### src/sv/assert_macros.svh
`ifndef ASSERT_MACROS_SVH
`define ASSERT_MACROS_SVH

// Combinational check that holds at every clock edge out of reset
`define GTCD_CHECK(lbl, cond) \
    lbl: assert property (@(posedge i_clk) disable iff (!i_rst_n) (cond)) \
        else $error("gtcd check failed");

// Condition in this cycle implies a condition in the next one
`define GTCD_NEXT(lbl, ante, cons) \
    lbl: assert property (@(posedge i_clk) disable iff (!i_rst_n) (ante) |=> (cons)) \
        else $error("gtcd sequence check failed");

`endif

### src/sv/gtcd_pkg.sv
package gtcd_pkg;

    typedef enum logic [2:0] {
        ST_IDLE,
        ST_CLASS,
        ST_PRIME,
        ST_RUN,
        ST_DONE
    } t_state;

    typedef enum logic [2:0] {
        CMD_ANGLE,
        CMD_TRACK,
        CMD_CAL,
        CMD_SQUARE,
        CMD_CONFIG
    } t_cmd;

    typedef enum logic [3:0] {
        PS_LOOK,
        PS_SAWP,
        PS_SAWT,
        PS_INT,
        PS_FR1,
        PS_FR2,
        PS_SIGN,
        PS_NUM,
        PS_SPACE,
        PS_KW,
        PS_SP2,
        PS_END
    } t_ps;

    typedef enum logic [1:0] {
        KW_ARM,
        KW_DIST,
        KW_SHOW
    } t_kw;

    localparam logic [3:0] ACT_NONE   = 4'd0;
    localparam logic [3:0] ACT_ANGLE  = 4'd1;
    localparam logic [3:0] ACT_RESET  = 4'd2;
    localparam logic [3:0] ACT_INFO   = 4'd3;
    localparam logic [3:0] ACT_CALIB  = 4'd4;
    localparam logic [3:0] ACT_SQUARE = 4'd5;
    localparam logic [3:0] ACT_CONFIG = 4'd6;
    localparam logic [3:0] ACT_TRACK  = 4'd7;
    localparam logic [3:0] ACT_STOPD  = 4'd8;

    localparam logic [2:0] ERR_OK      = 3'd0;
    localparam logic [2:0] ERR_BUSY    = 3'd1;
    localparam logic [2:0] ERR_SQ_RNG  = 3'd2;
    localparam logic [2:0] ERR_SQ_FMT  = 3'd3;
    localparam logic [2:0] ERR_ARM_RNG = 3'd4;
    localparam logic [2:0] ERR_DST_RNG = 3'd5;
    localparam logic [2:0] ERR_CFG_FMT = 3'd6;

    localparam logic [2:0] CAL_CP  = 3'd1;
    localparam logic [2:0] CAL_CPP = 3'd2;
    localparam logic [2:0] CAL_CPM = 3'd3;
    localparam logic [2:0] CAL_CT  = 3'd4;
    localparam logic [2:0] CAL_CTP = 3'd5;
    localparam logic [2:0] CAL_CTM = 3'd6;

    localparam logic [1:0] KIND_ARM  = 2'd1;
    localparam logic [1:0] KIND_DIST = 2'd2;
    localparam logic [1:0] KIND_SHOW = 2'd3;

    localparam logic [2:0] REG_PAN_MIN  = 3'd0;
    localparam logic [2:0] REG_PAN_MAX  = 3'd1;
    localparam logic [2:0] REG_TILT_MIN = 3'd2;
    localparam logic [2:0] REG_TILT_MAX = 3'd3;
    localparam logic [2:0] REG_SQ_DEF   = 3'd4;

    localparam logic [7:0] CH_CR    = 8'd13;
    localparam logic [7:0] CH_LF    = 8'd10;
    localparam logic [7:0] CH_SPACE = 8'h20;
    localparam logic [7:0] CH_DOT   = 8'h2E;
    localparam logic [7:0] CH_COMMA = 8'h2C;
    localparam logic [7:0] CH_MINUS = 8'h2D;
    localparam logic [7:0] CH_PLUS  = 8'h2B;
    localparam logic [7:0] CH_EQ    = 8'h3D;
    localparam logic [7:0] CH_ZERO  = 8'h30;
    localparam logic [7:0] CH_NINE  = 8'h39;

    localparam logic [15:0] ANGLE_HOME = 16'd900;
    localparam logic [15:0] UNSET      = 16'hFFFF;
    localparam logic [15:0] STEP_DEF   = 16'd5;
    localparam logic [15:0] TRACK_LIM  = 16'd100;
    localparam logic [15:0] SQ_MAX     = 16'd100;
    localparam logic [15:0] ARM_MAX    = 16'd50;
    localparam logic [15:0] DIST_MIN   = 16'd10;
    localparam logic [15:0] DIST_MAX   = 16'd200;

    function automatic logic [7:0] kw_char(t_kw k, logic [1:0] i);
        logic [7:0] ch;
        ch = 8'h00;
        unique case (k)
            KW_ARM: begin
                unique case (i)
                    2'd0: ch = "A";
                    2'd1: ch = "R";
                    2'd2: ch = "M";
                    default: ch = 8'h00;
                endcase
            end
            KW_DIST: begin
                unique case (i)
                    2'd0: ch = "D";
                    2'd1: ch = "I";
                    2'd2: ch = "S";
                    default: ch = "T";
                endcase
            end
            KW_SHOW: begin
                unique case (i)
                    2'd0: ch = "S";
                    2'd1: ch = "H";
                    2'd2: ch = "O";
                    default: ch = "W";
                endcase
            end
            default: ch = 8'h00;
        endcase
        return ch;
    endfunction

    function automatic logic [1:0] kw_last(t_kw k);
        return (k == KW_ARM) ? 2'd2 : 2'd3;
    endfunction

endpackage

### src/sv/gtcd_ram.sv
module gtcd_ram #(
    parameter int WIDTH = 8,
    parameter int DEPTH = 32
) (
    input  logic                     i_clk,
    input  logic                     i_we,
    input  logic [$clog2(DEPTH)-1:0] i_waddr,
    input  logic [WIDTH-1:0]         i_wdata,
    input  logic [$clog2(DEPTH)-1:0] i_raddr,
    output logic [WIDTH-1:0]         o_rdata
);
    logic [WIDTH-1:0] r_mem [0:DEPTH-1];
    logic [WIDTH-1:0] r_rdata;

    always_ff @(posedge i_clk) begin
        if (i_we) begin
            r_mem[i_waddr] <= i_wdata;
        end
        r_rdata <= r_mem[i_raddr];
    end

    assign o_rdata = r_rdata;
endmodule

### src/sv/gimbal_text_command_decoder.sv
// Channel  | Direction | Handshake              | Payload
// ---------+-----------+------------------------+--------------------------------
// input    | in        | i_valid / o_stall      | i_rx_byte, i_drawing_busy
// result   | out       | o_valid / i_stall      | o_action ... o_param_value
// config   | in        | i_cfg_valid/o_cfg_ready| i_cfg_index, i_cfg_data
//
// A byte other than CR/LF is stored if there is room. A line end starts the decoder,
// which reads the stored line from its RAM one character per cycle.
// Exact-match commands and busy lines skip the character scan.
// Input is stalled while decoding and while a result waits on i_stall.
// Synchronous active-low reset clears line length and settings; the RAM is not cleared.
module gimbal_text_command_decoder
    import gtcd_pkg::*;
#(
    parameter int LINE_BYTES = 32
) (
    input  logic               i_clk,
    input  logic               i_rst_n,
    input  logic               i_valid,
    output logic               o_stall,
    input  logic [7:0]         i_rx_byte,
    input  logic               i_drawing_busy,
    output logic               o_valid,
    input  logic               i_stall,
    output logic [3:0]         o_action,
    output logic [2:0]         o_error_code,
    output logic [15:0]        o_pan_target,
    output logic [15:0]        o_tilt_target,
    output logic               o_scan_on,
    output logic [2:0]         o_calib_mode,
    output logic [15:0]        o_calib_step,
    output logic signed [10:0] o_pan_delta,
    output logic signed [10:0] o_tilt_delta,
    output logic [6:0]         o_square_size,
    output logic [1:0]         o_param_kind,
    output logic [7:0]         o_param_value,
    input  logic               i_cfg_valid,
    output logic               o_cfg_ready,
    input  logic [2:0]         i_cfg_index,
    input  logic [10:0]        i_cfg_data
);
    localparam int LW = $clog2(LINE_BYTES);
    localparam logic [LW-1:0] LEN_MAX = LW'(LINE_BYTES - 1);

    t_state r_state, n_state;
    t_cmd   r_cmd, n_cmd;
    t_ps    r_ps, n_ps;
    t_kw    r_kw, n_kw;

    logic [10:0] r_pan_min, r_pan_max, r_tilt_min, r_tilt_max;
    logic [6:0]  r_sq_def;

    logic [LW-1:0] r_len, n_len, r_clen, n_clen, r_pos, n_pos, r_dpos, n_dpos;
    logic          r_zero, n_zero;
    logic [7:0]    r_head [0:5];
    logic          r_busy, n_busy;

    logic [15:0] r_pan, n_pan, r_tilt, n_tilt, r_cstep, n_cstep, r_acc, n_acc;
    logic        r_scan, n_scan;
    logic [2:0]  r_cmode, n_cmode;
    logic [6:0]  r_sq, n_sq;
    logic [1:0]  r_kind, n_kind, r_kcnt, n_kcnt;
    logic [7:0]  r_val, n_val;
    logic        r_key, n_key, r_neg, n_neg;
    logic signed [10:0] r_pd, n_pd, r_td, n_td;
    logic [3:0]  r_act, n_act;
    logic [2:0]  r_err, n_err;
    logic        r_ovalid, n_ovalid;

    logic        in_acc, out_acc, eol;
    logic [7:0]  rdata, ch;
    logic        isd;
    logic [15:0] dig, acc_x10, acc10;
    logic        m_stop, m_scan, m_rst, m_info, m_cp, m_ct, m_track, m_sq, m_cfg;
    logic        m_cpp, m_cpm, m_ctp, m_ctm, immediate, run_end;
    t_ps         look_ps;
    logic        fin_en;
    logic [15:0] fin_val, fin_clamp, lo16, hi16;
    logic [15:0] trk_m16;
    logic [6:0]  trk_m;
    logic signed [10:0] trk_v;

    assign in_acc  = i_valid && !o_stall;
    assign out_acc = r_ovalid && !i_stall;
    assign eol     = (i_rx_byte == CH_CR) || (i_rx_byte == CH_LF);

    gtcd_ram #(.WIDTH(8), .DEPTH(LINE_BYTES)) u_line (
        .i_clk  (i_clk),
        .i_we   (in_acc && !eol && (r_len < LEN_MAX)),
        .i_waddr(r_len),
        .i_wdata(i_rx_byte),
        .i_raddr(r_pos),
        .o_rdata(rdata)
    );

    // Header matches from the first six characters and the effective length
    always_comb begin
        m_stop  = (r_clen == LW'(4)) && r_head[0] == "S" && r_head[1] == "T"
                  && r_head[2] == "O" && r_head[3] == "P";
        m_scan  = (r_clen == LW'(4)) && r_head[0] == "S" && r_head[1] == "C"
                  && r_head[2] == "A" && r_head[3] == "N";
        m_rst   = (r_clen == LW'(3)) && r_head[0] == "R" && r_head[1] == "S"
                  && r_head[2] == "T";
        m_info  = (r_clen == LW'(4)) && r_head[0] == "I" && r_head[1] == "N"
                  && r_head[2] == "F" && r_head[3] == "O";
        m_cp    = (r_clen == LW'(2)) && r_head[0] == "C" && r_head[1] == "P";
        m_ct    = (r_clen == LW'(2)) && r_head[0] == "C" && r_head[1] == "T";
        m_cpp   = (r_clen >= LW'(3)) && r_head[0] == "C" && r_head[1] == "P"
                  && r_head[2] == CH_PLUS;
        m_cpm   = (r_clen >= LW'(3)) && r_head[0] == "C" && r_head[1] == "P"
                  && r_head[2] == CH_MINUS;
        m_ctp   = (r_clen >= LW'(3)) && r_head[0] == "C" && r_head[1] == "T"
                  && r_head[2] == CH_PLUS;
        m_ctm   = (r_clen >= LW'(3)) && r_head[0] == "C" && r_head[1] == "T"
                  && r_head[2] == CH_MINUS;
        m_track = (r_clen >= LW'(6)) && r_head[0] == "T" && r_head[1] == "R"
                  && r_head[2] == "A" && r_head[3] == "C" && r_head[4] == "K"
                  && r_head[5] == CH_COMMA;
        m_sq    = (r_clen >= LW'(6)) && r_head[0] == "S" && r_head[1] == "Q"
                  && r_head[2] == "U" && r_head[3] == "A" && r_head[4] == "R"
                  && r_head[5] == "E";
        m_cfg   = (r_clen >= LW'(6)) && r_head[0] == "C" && r_head[1] == "O"
                  && r_head[2] == "N" && r_head[3] == "F" && r_head[4] == "I"
                  && r_head[5] == "G";
        immediate = r_busy || (!m_track && (m_scan || m_stop || m_rst || m_info
                    || m_cp || m_ct));
    end

    // Shared digit unit
    always_comb begin
        ch      = (r_dpos < r_clen) ? rdata : 8'h00;
        isd     = (ch >= CH_ZERO) && (ch <= CH_NINE);
        dig     = {12'd0, 4'(ch - CH_ZERO)};
        acc_x10 = {r_acc[12:0], 3'b000} + {r_acc[14:0], 1'b0};
        acc10   = acc_x10 + dig;
        look_ps = (ch == "P") ? PS_SAWP : ((ch == "T") ? PS_SAWT : PS_LOOK);
        run_end = (r_dpos == r_clen);
        trk_m16 = (r_acc > TRACK_LIM) ? TRACK_LIM : r_acc;
        trk_m   = trk_m16[6:0];
        trk_v   = $signed({1'b0, trk_m, 3'b000} + {3'b000, trk_m, 1'b0});
        if (r_neg) begin
            trk_v = -trk_v;
        end
    end

    // Sequencer next state
    always_comb begin
        n_state = r_state;
        unique case (r_state)
            ST_IDLE: begin
                if (in_acc && eol && (r_len != '0)) begin
                    n_state = ST_CLASS;
                end
            end
            ST_CLASS: n_state = immediate ? ST_DONE : ST_PRIME;
            ST_PRIME: n_state = ST_RUN;
            ST_RUN: begin
                if (run_end) begin
                    n_state = ST_DONE;
                end
            end
            ST_DONE: n_state = ST_IDLE;
            default: n_state = ST_IDLE;
        endcase
    end

    // Datapath and settings updates
    always_comb begin
        n_len = r_len; n_clen = r_clen; n_zero = r_zero; n_busy = r_busy;
        n_pos = r_pos; n_dpos = r_dpos; n_cmd = r_cmd; n_ps = r_ps; n_kw = r_kw;
        n_kcnt = r_kcnt; n_key = r_key; n_neg = r_neg; n_acc = r_acc;
        n_pan = r_pan; n_tilt = r_tilt; n_scan = r_scan; n_cmode = r_cmode;
        n_cstep = r_cstep; n_sq = r_sq; n_kind = r_kind; n_val = r_val;
        n_pd = r_pd; n_td = r_td; n_act = r_act; n_err = r_err;
        n_ovalid = r_ovalid;
        fin_en = 1'b0;
        fin_val = r_acc;

        if (out_acc) begin
            n_ovalid = 1'b0;
        end

        unique case (r_state)
            ST_IDLE: begin
                if (in_acc) begin
                    if (eol) begin
                        n_busy = i_drawing_busy;
                        n_len  = '0;
                    end else if (r_len < LEN_MAX) begin
                        n_len = r_len + LW'(1);
                        if (!r_zero) begin
                            if (i_rx_byte == 8'h00) begin
                                n_zero = 1'b1;
                            end else begin
                                n_clen = r_clen + LW'(1);
                            end
                        end
                    end
                end
            end
            ST_CLASS: begin
                n_act = ACT_NONE; n_err = ERR_OK; n_pd = '0; n_td = '0;
                n_acc = '0; n_neg = 1'b0; n_key = 1'b0;
                n_len = '0; n_zero = 1'b0; n_clen = '0;
                n_cmd = CMD_ANGLE; n_ps = PS_LOOK; n_pos = '0;
                priority if (r_busy) begin
                    if (m_stop) n_act = ACT_STOPD;
                    else        n_err = ERR_BUSY;
                end else if (m_track) begin
                    n_cmd = CMD_TRACK; n_ps = PS_SIGN; n_pos = LW'(6);
                end else if (m_scan) begin
                    n_scan = 1'b1; n_act = ACT_ANGLE;
                end else if (m_stop) begin
                    n_scan = 1'b0; n_act = ACT_ANGLE;
                end else if (m_rst) begin
                    n_scan = 1'b0; n_pan = ANGLE_HOME; n_tilt = ANGLE_HOME;
                    n_act = ACT_RESET;
                end else if (m_info) begin
                    n_act = ACT_INFO;
                end else if (m_cp) begin
                    n_cmode = CAL_CP; n_act = ACT_CALIB;
                end else if (m_ct) begin
                    n_cmode = CAL_CT; n_act = ACT_CALIB;
                end else if (m_cpp || m_cpm || m_ctp || m_ctm) begin
                    n_cmd = CMD_CAL; n_ps = PS_NUM; n_pos = LW'(3);
                    n_cmode = m_cpp ? CAL_CPP : (m_cpm ? CAL_CPM
                              : (m_ctp ? CAL_CTP : CAL_CTM));
                end else if (m_sq) begin
                    n_cmd = CMD_SQUARE; n_ps = PS_SPACE; n_pos = LW'(6);
                    n_sq = r_sq_def;
                end else if (m_cfg) begin
                    n_cmd = CMD_CONFIG; n_ps = PS_SPACE; n_pos = LW'(6);
                end
                // clen survives until the scan ends
                n_clen = r_clen;
            end
            ST_PRIME: begin
                n_dpos = r_pos;
                n_pos  = r_pos + LW'(1);
            end
            ST_RUN: begin
                n_dpos = r_pos;
                n_pos  = r_pos + LW'(1);
                unique case (r_cmd)
                    CMD_ANGLE: begin
                        unique case (r_ps)
                            PS_SAWP, PS_SAWT: begin
                                if (ch == CH_EQ) begin
                                    n_ps = PS_INT; n_acc = '0;
                                    n_key = (r_ps == PS_SAWT);
                                end else begin
                                    n_ps = look_ps;
                                end
                            end
                            PS_INT: begin
                                if (isd) begin
                                    n_acc = acc10;
                                end else if (ch == CH_DOT) begin
                                    n_acc = acc_x10; n_ps = PS_FR1;
                                end else begin
                                    fin_en = 1'b1; fin_val = acc_x10; n_ps = look_ps;
                                end
                            end
                            PS_FR1: begin
                                if (isd) begin
                                    n_acc = r_acc + dig; n_ps = PS_FR2;
                                end else begin
                                    fin_en = 1'b1; n_ps = look_ps;
                                end
                            end
                            PS_FR2: begin
                                fin_en = 1'b1;
                                if (isd) begin
                                    fin_val = r_acc + {15'd0, (dig >= 16'd5)};
                                    n_ps = PS_LOOK;
                                end else begin
                                    n_ps = look_ps;
                                end
                            end
                            default: n_ps = look_ps;
                        endcase
                        if (run_end && (n_pan != r_pan || n_tilt != r_tilt || fin_en
                            || r_act == ACT_ANGLE)) begin
                            n_act = r_act;
                        end
                    end
                    CMD_TRACK: begin
                        if (r_ps != PS_END) begin
                            if (r_ps == PS_SIGN && ch == CH_MINUS) begin
                                n_neg = 1'b1; n_ps = PS_NUM;
                            end else if (isd) begin
                                n_acc = acc10; n_ps = PS_NUM;
                            end else begin
                                if (r_key) n_td = trk_v;
                                else       n_pd = trk_v;
                                n_acc = '0; n_neg = 1'b0;
                                if (!r_key && ch == CH_COMMA) begin
                                    n_key = 1'b1; n_ps = PS_SIGN;
                                end else begin
                                    n_ps = PS_END;
                                end
                            end
                        end
                        n_act = ACT_TRACK;
                    end
                    CMD_CAL: begin
                        if (r_ps == PS_NUM) begin
                            if (isd) begin
                                n_acc = acc10;
                            end else begin
                                n_cstep = (r_acc == '0) ? STEP_DEF : r_acc;
                                n_ps = PS_END;
                            end
                        end
                        n_act = ACT_CALIB;
                    end
                    CMD_SQUARE: begin
                        unique case (r_ps)
                            PS_SPACE: begin
                                if (ch == CH_SPACE) begin
                                    n_ps = PS_SPACE;
                                end else if (isd) begin
                                    n_acc = acc10; n_ps = PS_NUM;
                                end else if (ch == 8'h00) begin
                                    n_act = ACT_SQUARE; n_ps = PS_END;
                                end else begin
                                    n_err = ERR_SQ_FMT; n_ps = PS_END;
                                end
                            end
                            PS_NUM: begin
                                if (isd) begin
                                    n_acc = acc10;
                                end else begin
                                    if (r_acc == '0 || r_acc > SQ_MAX) begin
                                        n_err = ERR_SQ_RNG;
                                    end else begin
                                        n_sq = r_acc[6:0]; n_act = ACT_SQUARE;
                                    end
                                    n_ps = PS_END;
                                end
                            end
                            default: n_ps = PS_END;
                        endcase
                    end
                    CMD_CONFIG: begin
                        unique case (r_ps)
                            PS_SPACE: begin
                                n_kcnt = 2'd1;
                                priority if (ch == CH_SPACE) begin
                                    n_ps = PS_SPACE;
                                end else if (ch == "A") begin
                                    n_kw = KW_ARM; n_ps = PS_KW;
                                end else if (ch == "D") begin
                                    n_kw = KW_DIST; n_ps = PS_KW;
                                end else if (ch == "S") begin
                                    n_kw = KW_SHOW; n_ps = PS_KW;
                                end else begin
                                    n_err = ERR_CFG_FMT; n_ps = PS_END;
                                end
                            end
                            PS_KW: begin
                                if (ch != kw_char(r_kw, r_kcnt)) begin
                                    n_err = ERR_CFG_FMT; n_ps = PS_END;
                                end else if (r_kcnt == kw_last(r_kw)) begin
                                    if (r_kw == KW_SHOW) begin
                                        n_kind = KIND_SHOW; n_act = ACT_CONFIG;
                                        n_ps = PS_END;
                                    end else begin
                                        n_ps = PS_SP2;
                                    end
                                end else begin
                                    n_kcnt = r_kcnt + 2'd1;
                                end
                            end
                            PS_SP2, PS_NUM: begin
                                if (r_ps == PS_SP2 && ch == CH_SPACE) begin
                                    n_ps = PS_SP2;
                                end else if (isd) begin
                                    n_acc = acc10; n_ps = PS_NUM;
                                end else begin
                                    n_ps = PS_END;
                                    if (r_kw == KW_ARM) begin
                                        if (r_acc == '0 || r_acc > ARM_MAX) begin
                                            n_err = ERR_ARM_RNG;
                                        end else begin
                                            n_kind = KIND_ARM; n_val = r_acc[7:0];
                                            n_act = ACT_CONFIG;
                                        end
                                    end else begin
                                        if (r_acc < DIST_MIN || r_acc > DIST_MAX) begin
                                            n_err = ERR_DST_RNG;
                                        end else begin
                                            n_kind = KIND_DIST; n_val = r_acc[7:0];
                                            n_act = ACT_CONFIG;
                                        end
                                    end
                                end
                            end
                            default: n_ps = PS_END;
                        endcase
                    end
                    default: n_ps = PS_END;
                endcase
            end
            ST_DONE: begin
                n_ovalid = 1'b1;
                n_clen = '0;
            end
            default: n_ovalid = r_ovalid;
        endcase

        // Angle clamp, shared by pan and tilt
        lo16 = r_key ? {5'd0, r_tilt_min} : {5'd0, r_pan_min};
        hi16 = r_key ? {5'd0, r_tilt_max} : {5'd0, r_pan_max};
        if ($signed(fin_val) < $signed(lo16)) begin
            fin_clamp = lo16;
        end else if ($signed(fin_val) > $signed(hi16)) begin
            fin_clamp = hi16;
        end else begin
            fin_clamp = fin_val;
        end
        if (r_state == ST_RUN && r_cmd == CMD_ANGLE && fin_en) begin
            if (r_key) n_tilt = fin_clamp;
            else       n_pan  = fin_clamp;
            n_act = ACT_ANGLE;
        end
    end

    always_ff @(posedge i_clk) begin
        if (!i_rst_n) begin
            r_state <= ST_IDLE;
            r_len <= '0; r_clen <= '0; r_zero <= 1'b0; r_ovalid <= 1'b0;
            r_pan <= UNSET; r_tilt <= UNSET; r_scan <= 1'b0; r_cmode <= '0;
            r_cstep <= '0; r_sq <= '0; r_kind <= '0; r_val <= '0;
            r_pan_min <= 11'd0; r_pan_max <= 11'd1800;
            r_tilt_min <= 11'd0; r_tilt_max <= 11'd1800; r_sq_def <= 7'd10;
            r_act <= ACT_NONE; r_err <= ERR_OK; r_pd <= '0; r_td <= '0;
        end else begin
            r_state <= n_state;
            r_len <= n_len; r_clen <= n_clen; r_zero <= n_zero; r_ovalid <= n_ovalid;
            r_pan <= n_pan; r_tilt <= n_tilt; r_scan <= n_scan; r_cmode <= n_cmode;
            r_cstep <= n_cstep; r_sq <= n_sq; r_kind <= n_kind; r_val <= n_val;
            r_act <= n_act; r_err <= n_err; r_pd <= n_pd; r_td <= n_td;
            if (i_cfg_valid && o_cfg_ready) begin
                unique case (i_cfg_index)
                    REG_PAN_MIN:  r_pan_min  <= i_cfg_data;
                    REG_PAN_MAX:  r_pan_max  <= i_cfg_data;
                    REG_TILT_MIN: r_tilt_min <= i_cfg_data;
                    REG_TILT_MAX: r_tilt_max <= i_cfg_data;
                    REG_SQ_DEF:   r_sq_def   <= i_cfg_data[6:0];
                    default:      r_sq_def   <= r_sq_def;
                endcase
            end
        end
    end

    always_ff @(posedge i_clk) begin
        r_busy <= n_busy; r_pos <= n_pos; r_dpos <= n_dpos; r_cmd <= n_cmd;
        r_ps <= n_ps; r_kw <= n_kw; r_kcnt <= n_kcnt; r_key <= n_key;
        r_neg <= n_neg; r_acc <= n_acc;
        if (r_state == ST_IDLE && in_acc && !eol && (r_len < LW'(6))) begin
            r_head[r_len[2:0]] <= i_rx_byte;
        end
    end

    assign o_stall       = (r_state != ST_IDLE) || r_ovalid;
    assign o_cfg_ready   = 1'b1;
    assign o_valid       = r_ovalid;
    assign o_action      = r_act;
    assign o_error_code  = r_err;
    assign o_pan_target  = r_pan;
    assign o_tilt_target = r_tilt;
    assign o_scan_on     = r_scan;
    assign o_calib_mode  = r_cmode;
    assign o_calib_step  = r_cstep;
    assign o_pan_delta   = r_pd;
    assign o_tilt_delta  = r_td;
    assign o_square_size = r_sq;
    assign o_param_kind  = r_kind;
    assign o_param_value = r_val;

`include "assert_macros.svh"

    `GTCD_NEXT(a_done_shows, r_state == ST_DONE, r_ovalid)
    `GTCD_CHECK(a_valid_idle, !r_ovalid || r_state == ST_IDLE)
    `GTCD_CHECK(a_clen_le_len, r_state != ST_IDLE || r_clen <= r_len)
    `GTCD_CHECK(a_delta_track, !r_ovalid || r_act == ACT_TRACK || (r_pd == '0 && r_td == '0))

endmodule

### config.mk
export PLATFORM = sky130hd
export DESIGN_NAME = gimbal_text_command_decoder
export DESIGN_NICKNAME = d
export VERILOG_FILES = /design/src/sv/gtcd_pkg.sv /design/src/sv/gtcd_ram.sv /design/src/sv/gimbal_text_command_decoder.sv
export VERILOG_INCLUDE_DIRS = /design/src /design/src/sv
export SDC_FILE = /design/constraint.sdc
export NUM_CORES = 1
export LEC_CHECK = 0
export BUFFER_PORTS_ARGS = -buffer_cell sky130_fd_sc_hd__buf_2
export CORE_UTILIZATION = 60
export CTS_BUF_LIST = sky130_fd_sc_hd__clkbuf_8
export DETAILED_ROUTE_END_ITERATION = 10
export PLACE_DENSITY = 0.75
export SYNTH_ARGS = -nofsm -noshare
export SYNTH_HDL_FRONTEND = slang
export SYNTH_SLANG_ARGS = --single-unit
### constraint.sdc
create_clock -name i_clk -period 17 [get_ports i_clk]
set_input_delay 0.85 -clock i_clk [delete_from_list [all_inputs] [get_ports i_clk]]
set_output_delay 0.85 -clock i_clk [all_outputs]
set_load 0.05 [all_outputs]
==> impl_metrics.json, run 1 <==
{
  "status": "completed",
  "core_um2": 42320,
  "synth_top_flop_cell": "edfxtp_1",
  "cts-root-buf": "clkbuf_8",
  "drtPass1Iterations": 6,
  "port-buffer-count": 125,
  "cts_resized": 0,
  "async_reset_ff_share_pct": 0,
  "vias": 20141,
  "drc": 0,
  "cp_max_fo": 19,
  "rows": 75,
  "crit_required_ns": 17.60,
  "critPathTopFamily": "simple AND/OR/NAND/NOR gates",
  "drt_wl_total_mm": 71.46,
  "grt_max_degree": 101,
  "fin_nets": 2643,
  "yosys-top-cells-area": "edfxtp_1, dfxtp_1, nand2_1",
  "synth-edff-count": 344,
  "synth-xor-area-share_pct": 2.395,
  "synthAdderAreaFrac_pct": 3.681,
  "synthMuxAreaShare_pct": 7.642,
  "setup_ws_ns": 10.74,
  "drv_cap": 0,
  "post-synth-top-area-cell": "edfxtp_1",
  "fin_crit_sh_pct": 36.85,
  "total_leakage_power_nw": 10.44,
  "tightest_slew_ns": 1.309,
  "cts.path.max_buffers": 3,
  "die-width_um": 210.0,
  "post-place-ws_ns": 10.86,
  "io_pins": 129,
  "start_kind": "register",
  "power_per_cell_area_nw_per_um2": 84.99,
  "max_freq_ghz": 0.1596,
  "cts.sinks": 514,
  "cp_slowest_stage_delay_ns": 0.89,
  "endpoint_kind": "register",
  "slew_violations": 0,
  "slew_headroom_pct": 12.44,
  "synth_cell_types": 96,
  "setup_viol": 0,
  "synth-compound-area-share_pct": 13.25,
  "crit_slowest_cell": "nor2b_1",
  "start_util_pct": 61.36,
  "rr_worst_depth": 23,
  "critPathArrivalTime_ns": 6.87,
  "tns_ns": 0,
  "cts_htree_levels": 3,
  "rr_endpoint": "o_tilt_target[5]",
  "first_global_vias": 19716,
  "gp_congestion": 0.9838,
  "cts.clk_slew.worst_paths_ns": 0.06,
  "ys_warn_count": 0,
  "die_h_um": 210.0,
  "grt_pass1_wl_mm": 109.7,
  "synth_seq_cells": 514,
  "syn_avg_cell_area_um2": 10.62,
  "grt.total_usage_pct": 32.45,
  "drtIter0Drc": 2164,
  "yosysSeqAreaShare_pct": 52.88,
  "dp_hpwl_mm": 48.78,
  "skew_ns": 0.03482,
  "postCtsSetupBuffers": 0,
  "fillers": 3239,
  "r2r-start": "r_clen[1]",
  "cp.depth": 23,
  "synth_top_family_by_area": "simple AND/OR/NAND/NOR gates",
  "hold_path_class": "input port to register",
  "antenna_found_initial": 0,
  "min_from": "i_drawing_busy",
  "worstSetupPathType": "register to register",
  "cp-startpoint": "r_clen[1]",
  "rsz0062_at_grt": "false",
  "die_area_um2": 44120,
  "routed_via_density": 6.344,
  "fin_crit_ns": 6.265,
  "syn-cell-area_um2": 25970,
  "max-vdd-ir-drop_mv": 0.1256,
  "tritoncts": "yes",
  "cp-endpoint": "o_tilt_target[5]",
  "drive_gt1_share_pct": 12.63,
  "yosysTopAreaCellShare_pct": 39.78,
  "finalHoldViolCount": 0,
  "wl_per_cell_um": 22.51,
  "diodes": 0,
  "crit_chain": "inv_1 -> ha_1 -> nor2b_1 -> o31ai_4 -> nand2_4 -> nor2_1 -> ha_1 -> nand3_1 -> or3_1 -> nor4_2 -> mux2i_1 -> o21ai_0 -> ha_1 -> nand4_1 -> nor2_1 -> a211o_1 -> or3_1 -> a211oi_1 -> o21ai_0 -> nor3_1 -> nor2b_1 -> nand2_1 -> o21ai_0",
  "cp_num_buf_inv": 1,
  "area_delta_synth_final_pct": 9.699,
  "antenna_left": 0,
  "syn_inst": 2445,
  "synthSimpleGateAreaFrac_pct": 17.23,
  "clk_latency_ns": 0.70,
  "rrSetupSlack_ns": 10.74,
  "cts_hold_buffers": 0,
  "cts_buffers": 83,
  "grt_overflow_total": 0
}
power by group:
| part | switching [mW] | total (mW) | internal, mW |
|---|---|---|---|
| logic | 0.0496 | 0.0683 | 0.0187 |
| clock network | 0.498 | 1.00 | 0.503 |
| registers | 0.00791 | 1.35 | 1.34 |
| total | 0.556 | 2.42 | 1.87 |
cells by family (layout without fill, tap and decap cells):
group                      count (synthesis)  after routing
AOI/OAI and AO/OA                        515            515
xor gates and xnor gates                  71             71
adders and majority gates                 74             74
buffers and inverters                    187            339
DFF                                      514            514
muxes                                    158            158
other                                      2              3
and+or+nand+nor                          924            924
per-layer routing:
metal	routed length, µm	share of wire (%)	global-route usage (%)	up-vias
met5	0	0	0	-
met4	3757	5.3	17.82	0
met3	5068	7.1	4.961	254
met2	35560	50	56.33	1040
met1	27080	38	38.82	9609
li1	-	-	-	9238
worst register-to-register path, cell delays in order, from the launching register on:
cell	delay [ns]
dfxtp_1	0.42
inv_1	0.11
ha_1	0.32
nor2b_1	0.18
o31ai_4	0.45
nand2_4	0.17
nor2_1	0.16
ha_1	0.21
nand3_1	0.13
or3_1	0.41
nor4_2	0.48
mux2i_1	0.15
o21ai_0	0.46
ha_1	0.25
nand4_1	0.12
nor2_1	0.13
a211o_1	0.12
or3_1	0.10
a211oi_1	0.04
o21ai_0	0.18
nor3_1	0.06
nor2b_1	0.89
nand2_1	0.37
o21ai_0	0.28
layout make-up:
type / count / area (µm²) / share of cell area (%)
Timing Repair Buffer: 151 / 835.8 / 2.934
Multi-Input combinational cell: 1745 / 11500 / 40.39
Sequential cell: 514 / 13730 / 48.21
Clock buffer: 89 / 1225 / 4.300
Tap cell: 577 / 721.9 / 2.534
Clock inverter: 53 / 294.0 / 1.032
Inverter: 46 / 172.7 / 0.6061
Yosys cell counts (11+ instances only):
master	instances
ha_1	70
nand4b_1	11
buf_1	20
nand4_1	32
edfxtp_1	344
nor2_1	205
o31ai_1	12
o22ai_1	19
and2_1	26
a221oi_1	16
dfxtp_1	170
nor2b_1	45
a21boi_0	72
o21ai_0	121
a211oi_1	11
a31oi_1	14
nor4_1	24
o211ai_1	13
inv_1	46
mux2i_1	124
clkbuf_1	106
nor3_1	51
and3_1	15
o221ai_1	30
nand3_1	66
a21oi_1	99
a21o_1	12
mux4_2	32
xor2_1	24
a22oi_1	12
xnor2_1	47
nand2_1	343
nand2b_1	19
registers in the layout (all words and copies together), names as in the netlist, 8 cells and up:
name            cells
o_pan_target       16
r_pan_min          11
o_param_value       8
u_line.r_mem      256
r_head             48
o_tilt_target      16
o_tilt_delta       10
r_pan_max          11
r_acc              16
r_tilt_min         11
r_tilt_max         11
u_line.o_rdata      8
o_calib_step       16
o_pan_delta        10
layout by cell type (no fill, tap or decap), drive strengths merged, types with 78 or more instances in the layout:
master,n
clkbuf,89
a21oi,103
mux2i,124
edfxtp,344
o21ai,130
inv,78
nand2,344
dfxtp,170
buf,151
nor2,207
per-stage QoR:
| step | power [mW] | hold WS [ns] | instances | instance area [µm²] | utilization (%) |
|---|---|---|---|---|---|
| after floorplan | 1.412 | 0.4244 | 2446 | 25970 | - |
| after global placement | 1.442 | 0.4261 | 3033 | 26970 | 63.72 |
| after detailed placement | 1.446 | 0.4328 | 3033 | 26970 | 63.72 |
| after CTS | 2.434 | 0.3657 | 3175 | 28490 | 67.31 |
| after global routing | 2.489 | 0.3765 | 3175 | 28490 | 67.31 |
| final | 2.421 | 0.4190 | 3175 | 28490 | 67.31 |
how the worst min path moves through the flow:
| stage | to | depth (start not counted) |
|---|---|---|
| finish | r_busy | 1 |
| global route | r_busy | 1 |
| CTS | r_busy | 1 |
| detailed placement | o_tilt_target[15] | 2 |
| global placement | o_tilt_target[13] | 2 |
| floorplan | r_dpos[3] | 0 |
Power figures use the tool's default switching activity.
==> run 2: changes to the inputs <==
--- a/config.mk
+++ b/config.mk
@@ -6,11 +6,12 @@
 export SDC_FILE = /design/constraint.sdc
 export NUM_CORES = 1
 export LEC_CHECK = 0
+export ABC_AREA = 1
 export BUFFER_PORTS_ARGS = -buffer_cell sky130_fd_sc_hd__buf_2
-export CORE_UTILIZATION = 60
+export CORE_UTILIZATION = 58
 export CTS_BUF_LIST = sky130_fd_sc_hd__clkbuf_8
 export DETAILED_ROUTE_END_ITERATION = 10
-export PLACE_DENSITY = 0.75
+export PLACE_DENSITY = 0.76
 export SYNTH_ARGS = -nofsm -noshare
 export SYNTH_HDL_FRONTEND = slang
 export SYNTH_SLANG_ARGS = --single-unit
==> constraint.sdc (replaced) <==
create_clock -name i_clk -period 5.59 [get_ports i_clk]
set_input_delay 0.2795 -clock i_clk [delete_from_list [all_inputs] [get_ports i_clk]]
set_output_delay 0.2795 -clock i_clk [all_outputs]
set_load 0.05 [all_outputs]
==> impl_metrics.json, run 2 <==
{
  "status": "completed",
  "layout_commonest_cell": "nor2_1",
  "total_leakage_power_nw": 11.72,
  "synthMuxAreaShare_pct": 0.1521,
  "core_um2": 44510,
  "grt_use_met3_pct": 6.016,
  "synth-edff-count": 344,
  "syn_inst": 3108,
  "rrSetupSlack_ns": 0.38,
  "drv_cap": 0,
  "power_per_cell_area_nw_per_um2": 357.7,
  "finalHoldViolCount": 0,
  "diodes": 0,
  "critPathArrivalTime_ns": 5.83,
  "grtUsageMet1_pct": 41.81,
  "tightest_slew_ns": 1.176,
  "cp_slowest_stage_delay_ns": 0.36,
  "syn-cell-area_um2": 26320,
  "crit_top_cell": "nand2_1",
  "layout_common_cells": "nor2_1, nand2_1, o21ai_0",
  "crit_slowest_cell": "dfxtp_2",
  "synth_common_cells": "nor2_1, nand2_1, o21ai_0",
  "rr_endpoint": "o_tilt_target[8]",
  "post-synth-top-area-cell": "edfxtp_1",
  "start_kind": "register",
  "yosys-top-cells-area": "edfxtp_1, dfxtp_1, o21ai_0",
  "wl_per_cell_um": 20.02,
  "tns_ns": 0,
  "rr_worst_depth": 35,
  "grt_max_degree": 83,
  "cts.clk_slew.worst_paths_ns": 0.07,
  "routed_via_density": 5.987,
  "yosysSeqAreaShare_pct": 52.17,
  "min_from": "i_cfg_index[1]",
  "endpoint_kind": "register",
  "hold_path_class": "input port to register",
  "tritoncts": "yes",
  "min_to": "r_tilt_max[3]",
  "synth_seq_cells": 514,
  "gp_congestion": 0.9761,
  "max_freq_ghz": 0.1919,
  "fin_util_pct": 65.75,
  "area_delta_synth_final_pct": 11.18,
  "die_area_um2": 46240,
  "min_delay_path_depth": 5,
  "cts-root-buf": "clkbuf_8",
  "setup_ws_ns": 0.3776,
  "cp_max_fo": 7,
  "cts.sinks": 514,
  "ys_warn_count": 0,
  "dp_hpwl_mm": 54.42,
  "cts_htree_levels": 3,
  "drive_gt1_share_pct": 10.81,
  "largest_register_ffs": 256,
  "regMostFlops": "u_line.r_mem",
  "vias": 23324,
  "rows": 77,
  "synth-xor-area-share_pct": 0.9982,
  "fin_crit_ns": 5.212,
  "busiest_layer": "met2",
  "io_pins": 129,
  "critPathTopFamily": "simple AND/OR/NAND/NOR gates",
  "slew_headroom_pct": 21.01,
  "synth-compound-area-share_pct": 15.39,
  "port-buffer-count": 125,
  "crit_required_ns": 6.21,
  "synth_top_family_by_area": "simple AND/OR/NAND/NOR gates",
  "synth_top_flop_cell": "edfxtp_1",
  "drtIter0Drc": 2396,
  "drt_wl_total_mm": 77.99,
  "die_h_um": 215.0,
  "die-width_um": 215.0,
  "cp_num_buf_inv": 5,
  "synth_cell_types": 68,
  "fin_nets": 3348,
  "skew_ns": 0.06142,
  "cts.path.max_buffers": 3,
  "drc": 0,
  "syn_avg_cell_area_um2": 8.469,
  "grt_pass1_wl_mm": 120.6,
  "synthAdderAreaFrac_pct": 3.632,
  "grt.total_usage_pct": 33.33,
  "cp-startpoint": "r_clen[2]",
  "yosysMostFrequentCell": "nor2_1",
  "setup_viol": 0,
  "antenna_left": 0,
  "fin_crit_sh_pct": 93.25,
  "async_reset_ff_share_pct": 0,
  "finalPower_mw": 10.47,
  "grt_util_met2_pct": 56.05,
  "cts_buffers": 84,
  "clk_latency_ns": 0.71,
  "post-place-ws_ns": 0.2636,
  "synthSimpleGateAreaFrac_pct": 20.72,
  "slew_violations": 0,
  "max-vdd-ir-drop_mv": 0.3249,
  "r2r-start": "r_clen[2]",
  "antenna_found_initial": 0,
  "start_util_pct": 59.14,
  "yosysTopAreaCellShare_pct": 39.24,
  "first_global_vias": 22170,
  "worstSetupPathType": "register to register",
  "drtPass1Iterations": 6,
  "grt_overflow_total": 0
}
run 2: cells by family after synthesis:
group / count (synthesis)
adders and majority gates: 74
buffers and inverters: 465
xor gates and xnor gates: 30
AOI/OAI and AO/OA: 732
other: 2
muxes: 4
DFF: 514
and+or+nand+nor: 1287
run 2: layout make-up:
class,count,area [µm²]
multi-input combinational,2131,10820
timing repair buffer,181,1081
fill,3683,15240
clock inverter,47,301.5
clock buffer,97,1335
sequential,514,13730
inverter,334,1255
tap,592,740.7
run 2: layer usage:
metal | up-vias | routed length [µm]
met5 | - | 0
met4 | 0 | 3451
met3 | 235 | 6338
met2 | 1187 | 37610
li1 | 10908 | -
met1 | 10994 | 30590
run 2: per-stage QoR:
step                instance area [µm²]  cells  hold WS (ns)
floorplan                         26330   3109        0.3784
detailed placement                27430   3734        0.4287
CTS                               29200   3891       0.01991
finish                            29270   3896       0.04599
global route                      29270   3896       0.07463
global placement                  27430   3734        0.4220
run 2: power by group:
| part | internal, mW | leakage, nW | switching (mW) | total, mW |
|---|---|---|---|---|
| sequential | 4.33 | 4.49 | 0.198 | 4.52 |
| combinational | 0.741 | 6.30 | 1.98 | 2.72 |
| clock | 1.72 | 0.922 | 1.50 | 3.22 |
| total | 6.79 | 11.7 | 3.68 | 10.5 |
run 2: worst reg2reg max path: cells and delay by family (launching register included):
family          cells  cell delay, ns
compound gates      8            1.21
simple gates       18            2.04
flops               1            0.36
fa+ha+maj           4            1.06
buf+inv             5            0.44
run 2: how the worst max path moves through the flow:
stage,slack (ns),endpoint,cells after the start
after global routing,-0.02,o_tilt_target[3],35
after CTS,0.18,o_tilt_target[3],35
after floorplan,1.0,o_tilt_target[3],32
after detailed placement,0.26,o_tilt_target[4],34
final,0.38,o_tilt_target[8],35
after global placement,0.43,o_tilt_target[8],35
run 2: what timing repair did:
action                                  4_1_cts  5_1_grt
endpoints found under the setup margin        0       22
hold buffers                                 13        0
gates resized for setup                       0       10
endpoints found under the hold margin        53        0
setup buffers                                 0        4
